File: src/hdl/bub2_pkg.sv
`timescale 1ns / 1ps
// ----------------------------------------------------------------------------
// bub2_pkg
// Shared constants, types and averaging functions of the 2x bilinear upscaler.
// ----------------------------------------------------------------------------
package bub2_pkg;

    localparam int MAX_WIDTH  = 1024;
    localparam int MAX_HEIGHT = 1024;

    localparam int COL_W   = $clog2(MAX_WIDTH);
    localparam int ROW_W   = $clog2(MAX_HEIGHT);
    localparam int SIZE_W  = 11;
    localparam int COORD_W = 11;
    localparam int PIX_W   = 32;
    localparam int CHAN_W  = 8;
    localparam int NCHAN   = PIX_W / CHAN_W;
    localparam int IDX_W   = 1;
    localparam int IN_TDATA_W  = 32;
    localparam int OUT_TDATA_W = 56;
    localparam int NSLOT   = 9;
    localparam int SLOT_W  = 4;

    localparam logic [IDX_W-1:0] REG_SOURCE_WIDTH  = 1'd0;
    localparam logic [IDX_W-1:0] REG_SOURCE_HEIGHT = 1'd1;

    typedef logic [PIX_W-1:0] pix_t;

    typedef struct packed {
        pix_t             pix;
        pix_t             left;
        logic [ROW_W-1:0] row;
        logic [COL_W-1:0] col;
        logic             last_row;
        logic             last_col;
    } bub2_item_t;

    function automatic pix_t avg2(pix_t p, pix_t q);
        logic [CHAN_W:0] s;
        pix_t            res;
        res = '0;
        for (int i = 0; i < NCHAN; i++)
        begin
            s = {1'b0, p[i*CHAN_W +: CHAN_W]} + {1'b0, q[i*CHAN_W +: CHAN_W]};
            res[i*CHAN_W +: CHAN_W] = s[CHAN_W:1];
        end
        return res;
    endfunction

    function automatic pix_t avg4(pix_t p, pix_t q, pix_t s, pix_t t);
        logic [CHAN_W+1:0] sum;
        pix_t              res;
        res = '0;
        for (int i = 0; i < NCHAN; i++)
        begin
            sum = {2'b0, p[i*CHAN_W +: CHAN_W]} + {2'b0, q[i*CHAN_W +: CHAN_W]}
                + {2'b0, s[i*CHAN_W +: CHAN_W]} + {2'b0, t[i*CHAN_W +: CHAN_W]};
            res[i*CHAN_W +: CHAN_W] = sum[CHAN_W+1:2];
        end
        return res;
    endfunction

endpackage

File: src/hdl/bub2_emit.sv
`timescale 1ns / 1ps
// ----------------------------------------------------------------------------
// bub2_emit
// Interpolation and result sequencer with the output register.
// ----------------------------------------------------------------------------
module bub2_emit (
    input  logic                         clk,
    input  logic                         rst_n,
    input  logic                         item_valid,
    input  bub2_pkg::bub2_item_t         item,
    output logic                         item_ready,
    input  bub2_pkg::pix_t               up,
    output logic                         m_tvalid,
    input  logic                         m_tready,
    output logic [bub2_pkg::OUT_TDATA_W-1:0] m_tdata,
    output logic                         m_tlast
);
    import bub2_pkg::*;

    logic                   job_valid_reg;
    logic [NSLOT-1:0]       rem_reg;
    logic [NSLOT-1:0]       rem_next;
    logic [NSLOT-1:0]       mask;
    logic [ROW_W-1:0]       row_reg;
    logic [COL_W-1:0]       col_reg;
    pix_t                   centre_reg;
    pix_t                   vert_reg;
    pix_t                   horiz_reg;
    pix_t                   pix_reg;
    pix_t                   upleft_reg;
    logic                   out_valid_reg;
    logic [OUT_TDATA_W-1:0] out_data_reg;
    logic                   out_last_reg;
    logic                   out_free;
    logic                   fire;
    logic                   done;
    logic                   load;
    logic [SLOT_W-1:0]      slot;
    logic [1:0]             sec;
    logic [1:0]             part;
    logic [COORD_W-1:0]     out_row;
    logic [COORD_W-1:0]     out_col;
    pix_t                   out_pix;
    logic [2:0]             sec_en;
    logic [2:0]             part_en;

    assign out_free   = !out_valid_reg || m_tready;
    assign fire       = job_valid_reg && out_free;
    assign done       = fire && (rem_next == '0);
    assign item_ready = !job_valid_reg || done;
    assign load       = item_valid && item_ready;

    assign sec_en  = {item.last_row, 1'b1, item.row != '0};
    assign part_en = {item.last_col, 1'b1, item.col != '0};

    always_comb
    begin
        for (int i = 0; i < NSLOT; i++)
            mask[i] = sec_en[i / 3] && part_en[i % 3];
    end

    always_comb
    begin
        slot = '0;
        for (int i = NSLOT - 1; i >= 0; i--)
            if (rem_reg[i])
                slot = SLOT_W'(i);
        if (slot >= SLOT_W'(6))
            sec = 2'd2;
        else if (slot >= SLOT_W'(3))
            sec = 2'd1;
        else
            sec = 2'd0;
        part     = 2'(slot - SLOT_W'(3) * SLOT_W'(sec));
        rem_next = rem_reg & ~(NSLOT'(1) << slot);
        out_row  = COORD_W'({row_reg, 1'b0}) + COORD_W'(sec) - COORD_W'(1);
        out_col  = COORD_W'({col_reg, 1'b0}) + COORD_W'(part) - COORD_W'(1);
        if (part == 2'd0)
            out_pix = (sec == 2'd0) ? centre_reg : horiz_reg;
        else
            out_pix = (sec == 2'd0) ? vert_reg : pix_reg;
    end

    always_ff @(posedge clk or negedge rst_n)
    begin
        if (!rst_n)
        begin
            job_valid_reg <= 1'b0;
            rem_reg       <= '0;
            upleft_reg    <= '0;
            out_valid_reg <= 1'b0;
        end
        else
        begin
            if (load)
            begin
                job_valid_reg <= 1'b1;
                rem_reg       <= mask;
                upleft_reg    <= up;
            end
            else if (fire)
            begin
                job_valid_reg <= !done;
                rem_reg       <= rem_next;
            end
            if (fire)
                out_valid_reg <= 1'b1;
            else if (m_tready)
                out_valid_reg <= 1'b0;
        end
    end

    always_ff @(posedge clk)
    begin
        if (load)
        begin
            row_reg    <= item.row;
            col_reg    <= item.col;
            pix_reg    <= item.pix;
            horiz_reg  <= avg2(item.left, item.pix);
            vert_reg   <= avg2(up, item.pix);
            centre_reg <= avg4(upleft_reg, up, item.left, item.pix);
        end
        if (fire)
        begin
            out_data_reg <= {(OUT_TDATA_W - PIX_W - 2 * COORD_W)'(0), out_pix, out_col, out_row};
            out_last_reg <= rem_next == '0;
        end
    end

    assign m_tvalid = out_valid_reg;
    assign m_tdata  = out_data_reg;
    assign m_tlast  = out_last_reg;

endmodule

File: config.mk
export PLATFORM = sky130hd
export DESIGN_NAME = bub2_emit
export DESIGN_NICKNAME = d
export VERILOG_FILES = /design/src/hdl/bub2_pkg.sv /design/src/hdl/bub2_emit.sv
export SDC_FILE = /design/constraint.sdc
export NUM_CORES = 1
export LEC_CHECK = 0
export BUFFER_PORTS_ARGS = -buffer_cell sky130_fd_sc_hd__buf_4
export CAP_MARGIN = 20
export CORE_AREA = 2 2 225 227
export DETAILED_ROUTE_END_ITERATION = 10
export DIE_AREA = 0 0 227 229
export GPL_TIMING_DRIVEN = 0
export PLACE_DENSITY_LB_ADDON = 0.05
export SLEW_MARGIN = 20
export SYNTH_ARGS = -nofsm -noshare
export SYNTH_HDL_FRONTEND = slang
export SYNTH_SLANG_ARGS = --single-unit
File: constraint.sdc
create_clock -name clk -period 4.1 [get_ports clk]
set_input_delay 0.615 -clock clk [delete_from_list [all_inputs] [get_ports clk]]
set_output_delay 0.615 -clock clk [all_outputs]
set_load 0.01 [all_outputs]
==> impl_summary.log <==
INFO  metric result_of_the_run = complete, no violations
INFO  metric fin_max_slew_vios = 0
INFO  metric cts-htree-levels = 2
INFO  metric p_leak = 7.64 nW
INFO  metric first_global_vias = 9,865
INFO  metric flow.area_growth_from_synthesis = 25.2%
INFO  metric synth_xor_xnor_area_share = 4.93%
INFO  metric critical_path.n_buffers_inverters = 2
INFO  metric synth_simple_gate_area_share = under 10%
INFO  metric share_comb_of_total_power = between 50% and 60%
INFO  metric placeable_core_region = 0.0497 sq mm
INFO  metric finalCritPeriodShare = slightly below 100%
INFO  metric power.density_cell_area = around 850 mW/mm^2
INFO  metric drt-initial-drc-count = about 400
INFO  metric mappedNetlistArea = 0.0147 sq mm
INFO  metric max_freq = about 0.25 GHz
INFO  metric synth-compound-area-share = under 10%
INFO  metric max-vdd-ir-drop = approximately 460 uV
INFO  metric period_minus_slack = roughly 4.0 ns
INFO  metric drt-pass1-iter-count = 5
INFO  metric clockPowerShare = between 10% and 20%
INFO  metric synth_seq_cells = roughly 250
INFO  metric worstSetupPathType = flip-flop to flip-flop
INFO  metric multi_input_area = about 0.007 sq mm
INFO  metric timing.critical_path.to_type = flip-flop
INFO  metric io-pin-count = about 180
INFO  metric total_number_of_vias = a little over 9,000
INFO  metric critPathArrivalTime = 4.28 ns
INFO  metric worst-path-max-fanout = 5
INFO  metric ys_async_sr_fraction = about 17%
INFO  metric numClockSinks = 246
INFO  metric crit_top_cell = ha_4
INFO  metric die_height = about 230 microns
INFO  metric sequential_cell_area = 0.00718 sq mm
INFO  metric worst_pin_slew = between 1 and 1.5 ns
INFO  metric grtUsageTotal = between 10% and 20%
INFO  metric switching_share = 37.6%
INFO  metric synth_fa_ha_area_share = about a fifth
INFO  metric setup_viol = 0
INFO  metric grt_pass1_wl = 57,000 microns
INFO  metric synth.area.mux_share = 9.18%
INFO  metric critPathCapture = m_tdata[20]
INFO  metric worst_slew_margin_rel = 26.2%
INFO  metric cts_root_buf = clkbuf_16
INFO  metric placedInstanceArea = 0.0170 sq mm
INFO  metric worstReg2RegStart = rem_reg[7]
INFO  metric cts_made_buffers = 35
INFO  metric syn-mean-instance-area = between 10 and 15 sq um
INFO  metric worst_path_largest_cell_delay = approximately 0.58 ns
INFO  metric count_of_hold_buffers_inserted_by_post_cts_repair = 0
INFO  metric largest_net_degree_at_the_start_of_global_routing = 85
INFO  metric required = 4.38 ns
INFO  metric ys.flop_type = edfxtp_1
INFO  metric antenna_found_initial = 2
INFO  metric internal_power = ~9.8 mW
INFO  metric worst_path_max_delay_cell = or4_4
INFO  metric synth_sequential_area_ratio = around 49%
INFO  metric finish.instance_area = 0.0185 sq mm
INFO  metric skew = between 0.01 and 0.015 ns
INFO  metric grt_setup_unrepaired = yes
INFO  metric synthTopCellsByArea = edfxtp_1 (41%), fa_1 (10%), ha_1 (9.2%), dfrtp_1 (7.3%), mux2i_1 (6.6%)
INFO  metric placementRows = 82
INFO  metric antenna_violating_nets_post_route = 0
INFO  metric routed_wire_length_per_instance = between 15 and 20 microns
INFO  metric final_nets = 1,675
INFO  metric crit_start = rem_reg[7]
INFO  metric cp.depth = 18
INFO  metric drv.max_cap_violation_count = 0
INFO  metric synth_cells = between 1,000 and 1,500
INFO  metric routed_wirelength = 36,400 microns
INFO  metric worst_r2r_path_depth = 18
INFO  metric number_of_enable_type_register_cells_in_the_synthesized_netlist = a little over 200
INFO  metric crit_chain = or4_4 > o21ai_4 > nand2_4 > and2_4 > ha_4 > inv_4 > nand3_2 > nor2b_4 > ha_4 > inv_2 > ha_4 > fa_2 > a21o_1 > a21oi_2 > o21ai_2 > or4_1 > o311ai_2 > xnor2_1
INFO  metric clockBufferDepth = 3
INFO  metric grt_overflow_total = 0
INFO  metric timing.hold.worst.class = input port to asynchronous set/reset pin
INFO  metric synth_top_family_by_area = adder cells
INFO  metric insertion_delay = between 0.5 and 0.6 ns
INFO  metric path_clk_slew = 0.05 ns
INFO  metric timing_hold_violations_final = 0
INFO  metric setup.worst_path.start_class = flip-flop
INFO  metric gp_congestion = between 0.7 and 0.8
INFO  metric via_density_per_instance = 4.49
INFO  metric total_switching_power = between 5 and 6 mW
INFO  metric place_hpwl = 26,400 microns
INFO  metric r2r-end = m_tdata[20]
INFO  metric p_seq_share = ~30%
INFO  metric die_area = between 0.05 and 0.06 sq mm
INFO  metric synth_top_area_cell = edfxtp_1
INFO  metric yosys_warns = 0
INFO  metric synth_largest_type_area_fraction = about two fifths
INFO  metric design_power_total = 15.8 mW
INFO  metric post_route_cells_drive_above_1_share = between 20% and 30%
INFO  metric worst-r2r-setup-slack = just over 0.1 ns
INFO  metric initial_core_utilization = between 20% and 30%
INFO  metric die_width = ~230 microns
INFO  metric whs = roughly 0.14 ns
INFO  metric filler_cell_count = roughly 5,000
INFO  metric portBuffers = around 180
INFO  metric cts_tree = done
INFO  metric max_ffs_per_register = 54
INFO  metric path_delay_family = simple AND/OR/NAND/NOR gates
INFO  metric route.detailed.drc = 0
INFO  metric number_of_distinct_library_cell_variants_in_the_gate_level_netlist_after_synthesis = 60
==> placed cells by master, fill, tap and decap left out, types with 5 or more instances in the layout <==
cell type  instances
edfxtp_1         203
a21oi_1           47
nand2b_1          15
nand3b_1           5
nand2_1           41
dfrtp_1           37
dfrtp_2            6
mux2i_1           97
nand3_1           11
mux2_1            33
nor2_1            46
o21bai_1           5
inv_1            110
clkbuf_16         37
o21ai_0           40
buf_4            204
ha_1             106
xnor2_1           65
o41ai_1            8
o21a_1            12
clkbuf_1          12
nor4_1             6
nor2b_1           17
nor3_1            16
fa_1              73
a21o_1            19
xor2_1            18
==> cell usage after synthesis, types with 4 or more instances <==
master    number
or4_1          6
nor4_1         6
buf_6          4
a21o_1        19
nand3b_1       5
ha_1         109
o21a_1        12
and2_1         4
nor3_1        17
dfrtp_1       43
buf_2          5
nor2_1        48
o41ai_1        9
a31o_2         4
nand2_1       43
buf_4          9
o21bai_1       5
fa_1          74
nand3_1       12
xor2_1        18
a21oi_1       50
mux2i_1       97
nand2b_1      15
edfxtp_1     203
mux2_1        33
xnor2_1       65
inv_1        113
nor2b_1       18
o21ai_0       43
==> through the flow <==
step / setup slack (ns) / setup TNS, ns / std cells / utilization (%)
after floorplan: -0.0108 / -0.0108 / 1139 / -
after global placement: -0.559 / -2.36 / 1989 / 34.2
after detailed placement: -0.540 / -1.35 / 1991 / 34.3
after CTS: -0.115 / -0.115 / 2062 / 37.0
after global routing: -0.0646 / -0.0646 / 2068 / 37.2
final: 0.101 / 0 / 2069 / 37.2
==> metal layers <==
layer | up-vias | global-route usage (%) | routed length, microns
met2 | 155 | 23.4 | 17100
met1 | 4502 | 19.1 | 16700
met3 | 49 | 3.54 | 1790
li1 | 4580 | - | -
met4 | 2 | 3.94 | 798
met5 | - | 0 | 16
==> power groups by stage <==
| stage | Sequential [mW] | Combinational, mW | Clock [mW] |
|---|---|---|---|
| floorplan | 4.72 | 5.23 | 0 |
| global placement | 4.68 | 7.83 | 0 |
| detailed placement | 4.65 | 7.90 | 0 |
| CTS | 4.64 | 8.17 | 3.26 |
| global route | 4.73 | 9.01 | 3.36 |
| finish | 4.62 | 8.01 | 3.13 |
==> worst min path at each step <==
| stage | from | endpoint | slack (ns) | cells after the start |
|---|---|---|---|---|
| after floorplan | rst_n | job_valid_reg | 0.32 | 0 |
| after global placement | upleft_reg[24] | upleft_reg[24] | 0.48 | 1 |
| after detailed placement | upleft_reg[24] | upleft_reg[24] | 0.48 | 1 |
| after CTS | rst_n | upleft_reg[25] | 0.14 | 1 |
| after global routing | rst_n | upleft_reg[18] | 0.18 | 1 |
| final | rst_n | upleft_reg[21] | 0.14 | 1 |
==> worst reg2reg max path: cells and delay by family, from the launching register on <==
kind,cells,cell delay [ns]
simple gates,6,1.47
fa+ha+maj,4,0.91
compound gates,5,0.74
flops,1,0.44
buf+inv,2,0.10
xor+xnor,1,0.09
==> timing repair <==
action	4_1_cts	5_1_grt
pin swaps	11	12
setup buffers	10	7
setup endpoints to repair	4	2
gates resized for setup	21	15
==> cell type report <==
cell class,count,share of cell area [%]
Sequential cell,246,38.9
Timing Repair Buffer,197,8.23
Inverter,113,2.32
Clock inverter,12,0.908
Multi-Input combinational cell,759,38.9
Buffer,18,0.759
Antenna cell,1,0.0136
Clock buffer,51,5.46
Tap cell,672,4.55
==> cell families (layout without fill, tap and decap cells) <==
group,after synthesis,after routing
flip-flops,246,246
AND/OR/NAND/NOR,188,188
adder cells (fa/ha/maj),183,183
AO/OA/AOI/OAI,172,172
buffers and inverters,134,391
multiplexers,131,131
XOR/XNOR,83,83
other,1,3
Power figures use the tool's default switching activity.
