`config.mk`:
```
export PLATFORM = sky130hd
export DESIGN_NAME = bub2_front
export DESIGN_NICKNAME = d
export VERILOG_FILES = /design/src/hdl/bub2_pkg.sv /design/src/hdl/bub2_front.sv
export SDC_FILE = /design/constraint.sdc
export NUM_CORES = 1
export LEC_CHECK = 0
export BUFFER_PORTS_ARGS = -buffer_cell sky130_fd_sc_hd__buf_2
export CAP_MARGIN = 10
export CORE_ASPECT_RATIO = 2
export CORE_UTILIZATION = 35
export DETAILED_ROUTE_END_ITERATION = 16
export PLACE_DENSITY = 0.66
export SLEW_MARGIN = 10
export SYNTH_ARGS = -nofsm -noshare
export SYNTH_HDL_FRONTEND = slang
export SYNTH_SLANG_ARGS = --single-unit
export TNS_END_PERCENT = 50
```
`constraint.sdc`:
```
create_clock -name clk -period 13.82 [get_ports clk]
set_clock_uncertainty 0.2 [all_clocks]
set_input_delay 2.764 -clock clk [delete_from_list [all_inputs] [get_ports clk]]
set_output_delay 2.764 -clock clk [all_outputs]
set_load 0.05 [all_outputs]
```
`src/hdl/bub2_pkg.sv`:
```
`timescale 1ns / 1ps
// ----------------------------------------------------------------------------
// bub2_pkg
// Shared constants, types and averaging functions of the 2x bilinear upscaler.
// ----------------------------------------------------------------------------
package bub2_pkg;

    localparam int MAX_WIDTH  = 1024;
    localparam int MAX_HEIGHT = 1024;

    localparam int COL_W   = $clog2(MAX_WIDTH);
    localparam int ROW_W   = $clog2(MAX_HEIGHT);
    localparam int SIZE_W  = 11;
    localparam int COORD_W = 11;
    localparam int PIX_W   = 32;
    localparam int CHAN_W  = 8;
    localparam int NCHAN   = PIX_W / CHAN_W;
    localparam int IDX_W   = 1;
    localparam int IN_TDATA_W  = 32;
    localparam int OUT_TDATA_W = 56;
    localparam int NSLOT   = 9;
    localparam int SLOT_W  = 4;

    localparam logic [IDX_W-1:0] REG_SOURCE_WIDTH  = 1'd0;
    localparam logic [IDX_W-1:0] REG_SOURCE_HEIGHT = 1'd1;

    typedef logic [PIX_W-1:0] pix_t;

    typedef struct packed {
        pix_t             pix;
        pix_t             left;
        logic [ROW_W-1:0] row;
        logic [COL_W-1:0] col;
        logic             last_row;
        logic             last_col;
    } bub2_item_t;

    function automatic pix_t avg2(pix_t p, pix_t q);
        logic [CHAN_W:0] s;
        pix_t            res;
        res = '0;
        for (int i = 0; i < NCHAN; i++)
        begin
            s = {1'b0, p[i*CHAN_W +: CHAN_W]} + {1'b0, q[i*CHAN_W +: CHAN_W]};
            res[i*CHAN_W +: CHAN_W] = s[CHAN_W:1];
        end
        return res;
    endfunction

    function automatic pix_t avg4(pix_t p, pix_t q, pix_t s, pix_t t);
        logic [CHAN_W+1:0] sum;
        pix_t              res;
        res = '0;
        for (int i = 0; i < NCHAN; i++)
        begin
            sum = {2'b0, p[i*CHAN_W +: CHAN_W]} + {2'b0, q[i*CHAN_W +: CHAN_W]}
                + {2'b0, s[i*CHAN_W +: CHAN_W]} + {2'b0, t[i*CHAN_W +: CHAN_W]};
            res[i*CHAN_W +: CHAN_W] = sum[CHAN_W+1:2];
        end
        return res;
    endfunction

endpackage

```
`src/hdl/bub2_front.sv`:
```
`timescale 1ns / 1ps
// ----------------------------------------------------------------------------
// bub2_front
// Size registers, position counters, line buffer access and the input stage.
// ----------------------------------------------------------------------------
module bub2_front (
    input  logic                        clk,
    input  logic                        rst_n,
    input  logic                        s_tvalid,
    output logic                        s_tready,
    input  logic [bub2_pkg::IN_TDATA_W-1:0] s_tdata,  // alpha, red, green, blue
    input  logic                        cfg_valid,
    output logic                        cfg_ready,
    input  logic [bub2_pkg::IDX_W-1:0]  cfg_index,
    input  logic [bub2_pkg::SIZE_W-1:0] cfg_data,
    output logic                        ram_en,
    output logic [bub2_pkg::COL_W-1:0]  ram_addr,
    output bub2_pkg::pix_t              ram_wdata,
    output logic                        item_valid,
    output bub2_pkg::bub2_item_t        item,
    input  logic                        item_ready
);
    import bub2_pkg::*;

    logic [SIZE_W-1:0] width_reg;
    logic [SIZE_W-1:0] height_reg;
    logic [COL_W-1:0]  col_reg;
    logic [COL_W-1:0]  col_next;
    logic [ROW_W-1:0]  row_reg;
    logic [ROW_W-1:0]  row_next;
    pix_t              left_reg;
    logic              valid_reg;
    logic              valid_next;
    bub2_item_t        item_reg;
    logic [SIZE_W-1:0] w_eff;
    logic [SIZE_W-1:0] h_eff;
    logic              last_col;
    logic              last_row;
    logic              accept;
    pix_t              pix;

    assign pix       = s_tdata[PIX_W-1:0];
    assign cfg_ready = 1'b1;
    assign s_tready  = !valid_reg || item_ready;
    assign accept    = s_tvalid && s_tready;

    always_comb
    begin
        if (width_reg < SIZE_W'(2))
            w_eff = SIZE_W'(2);
        else if (32'(width_reg) > MAX_WIDTH)
            w_eff = SIZE_W'(MAX_WIDTH);
        else
            w_eff = width_reg;
        if (height_reg < SIZE_W'(2))
            h_eff = SIZE_W'(2);
        else if (32'(height_reg) > MAX_HEIGHT)
            h_eff = SIZE_W'(MAX_HEIGHT);
        else
            h_eff = height_reg;
    end

    assign last_col = (32'(col_reg) + 32'd1) >= 32'(w_eff);
    assign last_row = (32'(row_reg) + 32'd1) >= 32'(h_eff);

    always_comb
    begin
        col_next   = col_reg;
        row_next   = row_reg;
        valid_next = valid_reg;
        if (item_ready)
            valid_next = 1'b0;
        if (accept)
        begin
            valid_next = 1'b1;
            if (last_col)
            begin
                col_next = '0;
                row_next = last_row ? '0 : row_reg + ROW_W'(1);
            end
            else
            begin
                col_next = col_reg + COL_W'(1);
            end
        end
    end

    always_ff @(posedge clk or negedge rst_n)
    begin
        if (!rst_n)
        begin
            width_reg  <= SIZE_W'(1024);
            height_reg <= SIZE_W'(1024);
            col_reg    <= '0;
            row_reg    <= '0;
            left_reg   <= '0;
            valid_reg  <= 1'b0;
        end
        else
        begin
            if (cfg_valid && cfg_ready)
            begin
                case (cfg_index)
                    REG_SOURCE_WIDTH:  width_reg  <= cfg_data;
                    REG_SOURCE_HEIGHT: height_reg <= cfg_data;
                    default: ;
                endcase
            end
            col_reg   <= col_next;
            row_reg   <= row_next;
            valid_reg <= valid_next;
            if (accept)
                left_reg <= pix;
        end
    end

    always_ff @(posedge clk)
    begin
        if (accept)
        begin
            item_reg.pix      <= pix;
            item_reg.left     <= left_reg;
            item_reg.row      <= row_reg;
            item_reg.col      <= col_reg;
            item_reg.last_row <= last_row;
            item_reg.last_col <= last_col;
        end
    end

    assign ram_en     = accept;
    assign ram_addr   = col_reg;
    assign ram_wdata  = pix;
    assign item_valid = valid_reg;
    assign item       = item_reg;

endmodule

```
==> key figures, run 1 <==
Die
  • DIE HEIGHT: 197 um
  • Initial Utilization: 35.7%
  • Die X: 99.7 um
  • Core Region: 0.0187 mm^2
  • IO Pins: 181
  • Cell Rows: 71
  • Area of the die: 0.0197 mm^2

STA
  • RSZ-0062 raised after global routing: false
  • Fin. Hold Viols: 0
  • Achievable Freq: 0.139 GHz
  • Final-report setup violation count: 0
  • Setup TNS: 0 ps
  • Least-Margin Pin Slew: 973 ps
  • Max-slew violation count: 0
  • Period utilization: 52.2%
  • Tmin final: 7220 ps
  • Relative slew slack: 35.2%

Worst setup path
  • Crit. End Element: output pin
  • Worst Path Max Fanout: 47
  • Most used cell, CP: buf_2
  • CP required: 10860 ps
  • Reg2reg setup slack: 10250 ps
  • CP Class: primary input to output pin
  • CP max stage cell: buf_4
  • CP peak stage delay: 440 ps
  • CP Cell Sequence: buf_2 > nand2b_1 > nand2_2 > buf_4 > inv_4 > buf_2
  • Critical path arrival: 4250 ps
  • Worst Setup Start Kind: primary input

Routing
  • Initial detailed-routing violation count: 117
  • # DRC: 0
  • Antenna Violating Nets Remaining: 0
  • WL final: 12800 um
  • Detailed-route via count: 4255
  • Vias per inst: 4.53
  • DR pass1 iterations: 4
  • Routed WL per cell: 13.6 um

CTS
  • Reg clk slew, reported paths: 60 ps
  • CTS tree: built
  • H-tree depth: 4
  • Post-CTS setup buffer count: 0
  • Num CTS Buffers: 17
  • Cts hold-fix bufs: 0
  • Clk root buf: clkbuf_16
  • Clock Latency Late Sink: 420 ps
  • Bufs on Longest Clock Path: 2
  • Clock sink count: 161
  • CTS resizes: 0

Synth
  • Netlist Area Pre-Place: 0.00669 mm^2
  • Sequential element share of the synthesized area: 66.7%
  • Top post-synthesis cells by area: edfxtp_1 39%, dfrtp_1 27%, nand2_1 7.9%
  • Avg Cell Area, Syn: 12.9 um^2
  • Syn Nets: 591
  • Post-synth top area share: 38.6%
  • #FFs+latches synth: 161
  • Yosys top cell by area: edfxtp_1
  • Synth Instances: 518
  • YS warnings: 0
  • Distinct cells, synth: 36

Status
  • Status: complete, no violations

Power
  • Pwr/cell area: 173 mW/mm^2
  • Worst IR drop on VDD: 0.0746 mV
  • Leak: 3.77 nW

Global routing
  • GRT Residual Overflow: 0
  • First-pass GRT wire length: 20500 um
  • Vias in the first global route: 4147
  • All-Layer GR Usage: 13.6%
  • Largest net degree at the start of global routing: 80
  • Antenna violations before repair: 0

Cells and area
  • Fin nets: 745
  • Largest register FFs: 86
  • Area grow syn2layout: 23.0%
  • Final instance area: 0.00822 mm^2
  • Diode count: 0
  • Fraction of layout cells with a size suffix above 1: 36.5%

Place
  • Area post-placement: 0.00762 mm^2
  • GP Congestion: 0.753
  • IO Port Bufs: 179
  • Post-DP HPWL: 9270 um

Run
  • Max cap viols: 0

Min path
  • Worst min path class: register to register
-- worst paths after layout --
kind	startpoint	end	depth (start not counted)
hold reg to reg	left_reg[27]	item[49]	0
setup reg to reg	width_reg[9]	row_reg[0]	11
setup / recovery	item_ready	ram_en	6
min in group asynchronous	rst_n	left_reg[24]	1
hold / removal	left_reg[27]	item[49]	0
max in group asynchronous	rst_n	width_reg[8]	1
-- layout make-up --
class	count	area [um^2]
timing repair buffer	181	913
sequential	161	4460
clock inverter	14	178
inverter	5	21.3
clock buffer	18	429
multi-input combinational	306	1900
fill	1779	10500
tap	255	319
-- critical path: cells and delay by family --
| kind | cells | cell delay [ps] |
|---|---|---|
| simple gates | 2 | 250 |
| buf+inv | 4 | 1190 |
-- metal layers --
layer	global-route usage, %	vias up	part of all wire (%)
li1	-	2077	-
met1	14.2	2024	38
met2	25.5	135	55
met3	3.15	19	5.0
met4	6.15	0	2.0
met5	0	-	0
-- report_power, final --
group / switching (mW) / internal [mW] / total, mW
combinational: 0.234 / 0.0928 / 0.326
sequential: 0.0442 / 0.574 / 0.618
clock: 0.191 / 0.287 / 0.479
-- kinds of logic (layout without fill, tap and decap cells) --
family	after synthesis	after routing	synth area share, %
AOI/OAI and AO/OA	45	45	4.30
xor gates and xnor gates	16	16	2.21
adders and majority gates	24	24	4.49
buffers and inverters	51	218	4.87
DFF	161	161	66.7
muxes	25	25	4.21
other	1	1	0.0561
and+or+nand+nor	195	195	13.1
-- through the flow --
step	total power [mW]	util, %	cells	setup WS (ps)	hold WS (ps)
3_5_place_dp	0.959	40.6	908	6590	232
5_1_grt	1.50	43.9	940	6490	251
6_report	1.42	43.9	940	6600	244
2_1_floorplan	0.877	-	518	4250	225
4_1_cts	1.44	43.9	940	6590	245
3_3_place_gp	0.951	40.6	908	6610	230
-- synthesized netlist by cell type (all sizes together) --
| cell | instances |
|---|---|
| dfstp | 2 |
| o2bb2ai | 2 |
| nor4 | 4 |
| and3 | 10 |
| nand2b | 8 |
| xor2 | 8 |
| xnor2 | 8 |
| ha | 24 |
| a22o | 4 |
| nand2 | 140 |
| o21ai | 19 |
| o211a | 2 |
| dfrtp | 73 |
| or3 | 1 |
| conb | 1 |
| o31ai | 4 |
| a211oi | 1 |
| inv | 5 |
| clkbuf | 7 |
| a21o | 1 |
| buf | 39 |
| edfxtp | 86 |
| nand3 | 15 |
| nor2 | 3 |
| nor3 | 2 |
| mux2 | 25 |
| nand4 | 3 |
| a21oi | 12 |
| nor2b | 9 |
-- cells in the final DEF (no fill, tap or decap), types with 3 or more instances in the layout --
master	instances
buf_2	178
nand2_1	139
edfxtp_1	86
dfrtp_1	73
mux2_2	25
ha_1	24
o21ai_0	19
clkbuf_16	17
nand3_1	14
a21oi_1	10
and3_1	8
xnor2_1	8
nand2b_1	8
nor2b_1	8
xor2_1	7
nor4_1	4
o31ai_1	4
inv_1	4
a22o_1	4
inv_6	4
nor2_1	3
nand4_1	3
bufinv_16	3
buf_4	3
No activity file was read; power rests on OpenSTA's default activity.
==> run 2: changes to the inputs <==
==> constraint.sdc (replaced) <==
create_clock -name clk -period 6.85 [get_ports clk]
set_clock_uncertainty 0.2 [all_clocks]
set_input_delay 1.37 -clock clk [delete_from_list [all_inputs] [get_ports clk]]
set_output_delay 1.37 -clock clk [all_outputs]
set_load 0.05 [all_outputs]
==> key figures, run 2 (synthesis results as in run 1) <==
Routing
  • WL final: 12900 um (was 12800 um)
  • Detailed-route via count: 4237 (was 4255)
  • # DRC: 0 (unchanged)
  • Initial detailed-routing violation count: 140 (was 117)
  • Antenna Violating Nets Remaining: 0 (unchanged)
  • Routed WL per cell: 13.7 um (was 13.6 um)
  • DR pass1 iterations: 6 (was 4)
  • Vias per inst: 4.51 (was 4.53)

CTS
  • H-tree depth: 4 (unchanged)
  • Post-CTS setup buffer count: 0 (unchanged)
  • CTS resizes: 0 (unchanged)
  • Num CTS Buffers: 17 (unchanged)
  • CTS tree: built (unchanged)
  • Reg clk slew, reported paths: 60 ps (about the same)
  • Cts hold-fix bufs: 0 (unchanged)
  • Clock sink count: 161 (unchanged)
  • Clock Latency Late Sink: 420 ps (about the same)
  • Bufs on Longest Clock Path: 2 (unchanged)
  • Clk root buf: clkbuf_16 (unchanged)

Global routing
  • Antenna violations before repair: 0 (unchanged)
  • GRT Residual Overflow: 0 (unchanged)
  • First-pass GRT wire length: 20400 um (was 20500 um)
  • All-Layer GR Usage: 13.6% (about the same)
  • Vias in the first global route: 4114 (was 4147)
  • Largest net degree at the start of global routing: 85 (was 80)

Place
  • Post-DP HPWL: 9350 um (was 9270 um)
  • DP Cell Count: 908 (unchanged)
  • GP Congestion: 0.740 (was 0.753)
  • IO Port Bufs: 179 (unchanged)

STA
  • Setup TNS: 0 ps (unchanged)
  • RSZ-0062 raised after global routing: false (unchanged)
  • Tmin final: 4020 ps
  • Least-Margin Pin Slew: 979 ps (was 973 ps)
  • Fin. Hold Viols: 0 (unchanged)
  • Achievable Freq: 0.249 GHz
  • Final-report setup violation count: 0 (unchanged)
  • Max-slew violation count: 0 (unchanged)
  • Relative slew slack: 34.7% (was 35.2%)
  • Period utilization: 58.7%

Worst setup path
  • Critical path arrival: 2450 ps (was 4250 ps)
  • CP required: 5280 ps (was 10860 ps)
  • Worst Path Max Fanout: 42 (was 47)
  • Worst Setup Start Kind: primary input (unchanged)
  • CP Class: primary input to output pin (unchanged)
  • Crit. End Element: output pin (unchanged)

Die
  • Area of the die: 0.0197 mm^2 (unchanged)
  • Die X: 99.7 um (unchanged)
  • Core Region: 0.0187 mm^2 (unchanged)
  • Initial Utilization: 35.7% (unchanged)
  • DIE HEIGHT: 197 um (unchanged)
  • Cell Rows: 71 (unchanged)
  • IO Pins: 181 (unchanged)

Cells and area
  • Largest register FFs: 86 (unchanged)
  • Register area: 0.00446 mm^2 (unchanged)
  • Commonest non-fill, non-tap cell in the layout: buf_2 (unchanged)
  • Fraction of layout cells with a size suffix above 1: 36.4% (was 36.5%)
  • Commonest cells after routing, fill and taps aside: 178 x buf_2, 139 x nand2_1, 86 x edfxtp_1 (unchanged)
  • Final-layout fill cell count: 1739 (was 1779)
  • Final cell count without fillers: 940 (unchanged)
  • Area grow syn2layout: 22.9% (was 23.0%)
  • Diode count: 0 (unchanged)
  • Fin nets: 745 (unchanged)
  • Multi-input gate area: 0.00190 mm^2 (unchanged)

Status
  • Status: complete, no violations (unchanged)

Min path
  • Worst min path class: register to register (unchanged)

Power
  • Leak: 3.76 nW (was 3.77 nW)
  • Worst IR drop on VDD: 0.170 mV (was 0.0746 mV)
  • Pwr/cell area: 349 mW/mm^2 (was 173 mW/mm^2)

Run
  • Max cap viols: 0 (unchanged)
==> run 2: cell types whose count changed in the layout (fill, tap and decap cells not counted), sizes merged <==
cell | previous run | this run
inv | 10 | 7
clkbuf | 18 | 19
clkinv | 4 | 3
clkinvlp | 2 | 5
==> run 2: cell type report <==
class | instances | share of cell area, %
clock buffer | 19 | 5.39
clock inverter | 13 | 1.95
inverter | 5 | 0.259
multi-input combinational | 306 | 23.1
sequential | 161 | 54.3
tap | 255 | 3.88
timing repair buffer | 181 | 11.1
==> run 2: worst paths after layout <==
kind | slack, ps | depth (start not counted) | end | startpoint
min in group asynchronous | 910 | 1 | left_reg[24] | rst_n
max | 2830 | 5 | ram_en | item_ready
max reg2reg | 3300 | 11 | row_reg[0] | width_reg[9]
min reg2reg | 240 | 0 | item[43] | left_reg[21]
min | 240 | 0 | item[43] | left_reg[21]
max in group asynchronous | 4900 | 1 | width_reg[9] | rst_n
==> run 2: report_power, final <==
group          internal, mW  switching, mW
Sequential             1.16         0.0887
Clock                 0.583          0.378
Combinational         0.189          0.473
==> run 2: metrics by stage <==
stage          power (mW)  cell area (um^2)  utilization [%]  setup WS (ps)  hold WS, ps
2_1_floorplan        1.77              6690                -           65.3          225
3_3_place_gp         1.92              7620             40.6           2820          230
3_5_place_dp         1.94              7620             40.6           2800          231
4_1_cts              2.90              8220             43.9           2800          245
5_1_grt              3.01              8220             43.9           2720          254
6_report             2.87              8220             43.9           2830          245
==> run 2: per-layer routing <==
metal | share of wire (%) | vias up | GRT usage, %
li1 | - | 2075 | -
met1 | 38 | 2008 | 14.0
met2 | 55 | 139 | 25.2
met3 | 5.2 | 15 | 3.47
met4 | 1.7 | 0 | 6.37
met5 | 0 | - | 0
==> run 2: critical path, cell delays in order <==
cell and delay [ps]:
buf_2 70, nand2b_1 130, nand2_2 100, inv_4 400, buf_2 360
==> run 3: changes to the inputs <==
==> constraint.sdc (replaced) <==
create_clock -name clk -period 3.77 [get_ports clk]
set_clock_uncertainty 0.2 [all_clocks]
set_input_delay 0.754 -clock clk [delete_from_list [all_inputs] [get_ports clk]]
set_output_delay 0.754 -clock clk [all_outputs]
set_load 0.05 [all_outputs]
==> key figures, run 3 (synthesis results as in run 1) <==
Cells and area
  • Commonest cells after routing, fill and taps aside: 178 x buf_2, 139 x nand2_1, 86 x edfxtp_1 (unchanged)
  • Largest register FFs: 86 (unchanged)
  • Diode count: 0 (unchanged)
  • Area grow syn2layout: 22.9% (about the same)
  • Fin nets: 747 (was 745)
  • Final cell count without fillers: 942 (was 940)
  • Fraction of layout cells with a size suffix above 1: 36.8% (was 36.4%)
  • Commonest non-fill, non-tap cell in the layout: buf_2 (unchanged)

Global routing
  • Vias in the first global route: 4323 (was 4114)
  • GRT Residual Overflow: 0 (unchanged)
  • Antenna violations before repair: 0 (unchanged)
  • Largest net degree at the start of global routing: 125 (was 85)
  • All-Layer GR Usage: 14.3% (was 13.6%)
  • First-pass GRT wire length: 21400 um (was 20400 um)

STA
  • Relative slew slack: 34.2% (was 34.7%)
  • Least-Margin Pin Slew: 986 ps (was 979 ps)
  • Hold_ws: 245 ps (about the same)
  • RSZ-0062 raised after global routing: false (unchanged)
  • Setup TNS: 0 ps (unchanged)
  • Fin. Hold Viols: 0 (unchanged)
  • Tmin final: 3200 ps
  • Period utilization: 84.8%
  • Final-report setup violation count: 0 (unchanged)
  • Achievable Freq: 0.313 GHz
  • Max-slew violation count: 0 (unchanged)

Worst setup path
  • R2r endpoint: row_reg[7] (was row_reg[0])
  • CP Class: register to register (was primary input to output pin)
  • Reg2reg start: ram_addr[0] (was width_reg[9])
  • CP Cell Sequence: ha_1 > and3_1 > nand2_1 > nor2_1 > and3_1 > ha_1 > nand4_1 > nor3_2 > a21oi_2 > a21oi_4 > o21ai_0 > a22o_1 (was buf_2 > nand2b_1 > nand2_2 > inv_4 > buf_2)
  • Family with the most delay on the worst path: simple AND/OR/NAND/NOR gates (was buffers and inverters)
  • Worst Path Buf+Inv: 0 (was 3)
  • Critical Path Sink: row_reg[7] (was ram_en)
  • CP max stage cell: dfrtp_1 (was inv_4)
  • Cell depth of the worst setup path: 12 (was 5)
  • Crit. End Element: register (was output pin)
  • Worst Path Max Fanout: 10 (was 42)
  • CP required: 3870 ps (was 5280 ps)
  • R2R cell count: 12 (was 11)
  • Worst Setup SP: ram_addr[0] (was item_ready)
  • Worst Setup Start Kind: register (was primary input)
  • Critical path arrival: 3300 ps (was 2450 ps)
  • CP peak stage delay: 460 ps (was 400 ps)
  • Reg2reg setup slack: 570 ps (was 3300 ps)

CTS
  • Cts hold-fix bufs: 0 (unchanged)
  • Reg clk slew, reported paths: 60 ps (about the same)
  • Clock sink count: 161 (unchanged)
  • H-tree depth: 4 (unchanged)
  • CTS resizes: 0 (unchanged)
  • CTS tree: built (unchanged)
  • Bufs on Longest Clock Path: 2 (unchanged)
  • Num CTS Buffers: 17 (unchanged)
  • Clk root buf: clkbuf_16 (unchanged)
  • Clock Latency Late Sink: 420 ps (about the same)
  • Post-CTS setup buffer count: 0 (unchanged)

Place
  • IO Port Bufs: 179 (unchanged)
  • GP Congestion: 0.785 (was 0.740)
  • Post-DP HPWL: 9660 um (was 9350 um)
  • DP Cell Count: 910 (was 908)

Die
  • Core Region: 0.0187 mm^2 (unchanged)
  • Area of the die: 0.0197 mm^2 (unchanged)
  • IO Pins: 181 (unchanged)
  • DIE HEIGHT: 197 um (unchanged)
  • Initial Utilization: 35.7% (unchanged)
  • Cell Rows: 71 (unchanged)
  • Die X: 99.7 um (unchanged)

Routing
  • Routed WL per cell: 14.3 um (was 13.7 um)
  • Initial detailed-routing violation count: 140 (unchanged)
  • Detailed-route via count: 4298 (was 4237)
  • DR pass1 iterations: 4 (was 6)
  • WL final: 13400 um (was 12900 um)
  • Vias per inst: 4.56 (was 4.51)
  • Antenna Violating Nets Remaining: 0 (unchanged)
  • # DRC: 0 (unchanged)

Min path
  • Worst min path class: register to register (unchanged)
  • Hold Path Origin: left_reg[4] (was left_reg[21])

Run
  • Max cap viols: 0 (unchanged)

Power
  • Pwr/cell area: 624 mW/mm^2 (was 349 mW/mm^2)
  • Worst IR drop on VDD: 0.272 mV (was 0.170 mV)
  • Leak: 3.77 nW (was 3.76 nW)

Status
  • Status: complete, no violations (unchanged)
## run 3: worst register-to-register path, cell delays in order (launching register included)
cell and delay, ps:
dfrtp_1 460, ha_1 280, and3_1 240, nand2_1 90, nor2_1 60, and3_1 190
ha_1 320, nand4_1 150, nor3_2 240, a21oi_2 150, a21oi_4 320, o21ai_0 150
a22o_1 250
## run 3: where the power goes
part	internal [mW]	switching [mW]
Sequential	2.10	0.165
Clock	0.936	0.703
Combinational	0.347	0.868
## run 3: final cells by class
class,instances,area (um^2)
Fill cell,1759,10500
Sequential cell,161,4460
Multi-Input combinational cell,306,1900
Timing Repair Buffer,183,941
Clock buffer,18,439
Tap cell,255,319
Clock inverter,14,133
Inverter,5,21.3
## run 3: per-layer routing
layer	track usage, %	routed length [um]	vias up
li1	-	-	2075
met1	14.2	4990	2066
met2	26.8	7480	136
met3	3.61	642	21
met4	7.30	341	0
met5	0	0	-
## run 3: worst min-delay path by stage
stage	end	slack, ps	cells after the start
2_1_floorplan	item[22]	220	0
5_1_grt	item[52]	260	0
6_report	item[26]	240	0
4_1_cts	item[34]	250	0
3_3_place_gp	item[44]	230	0
3_5_place_dp	item[34]	230	0
## run 3: stage by stage
stage                     area (um^2)  setup slack (ps)  power (mW)  util, %
after floorplan                  6690               309        3.21        -
after global placement           7640               686        3.50     40.8
after detailed placement         7640               583        3.53     40.8
after CTS                        8220               566        5.19     43.8
after global routing             8220               371        5.40     43.8
final                            8220               573        5.12     43.8
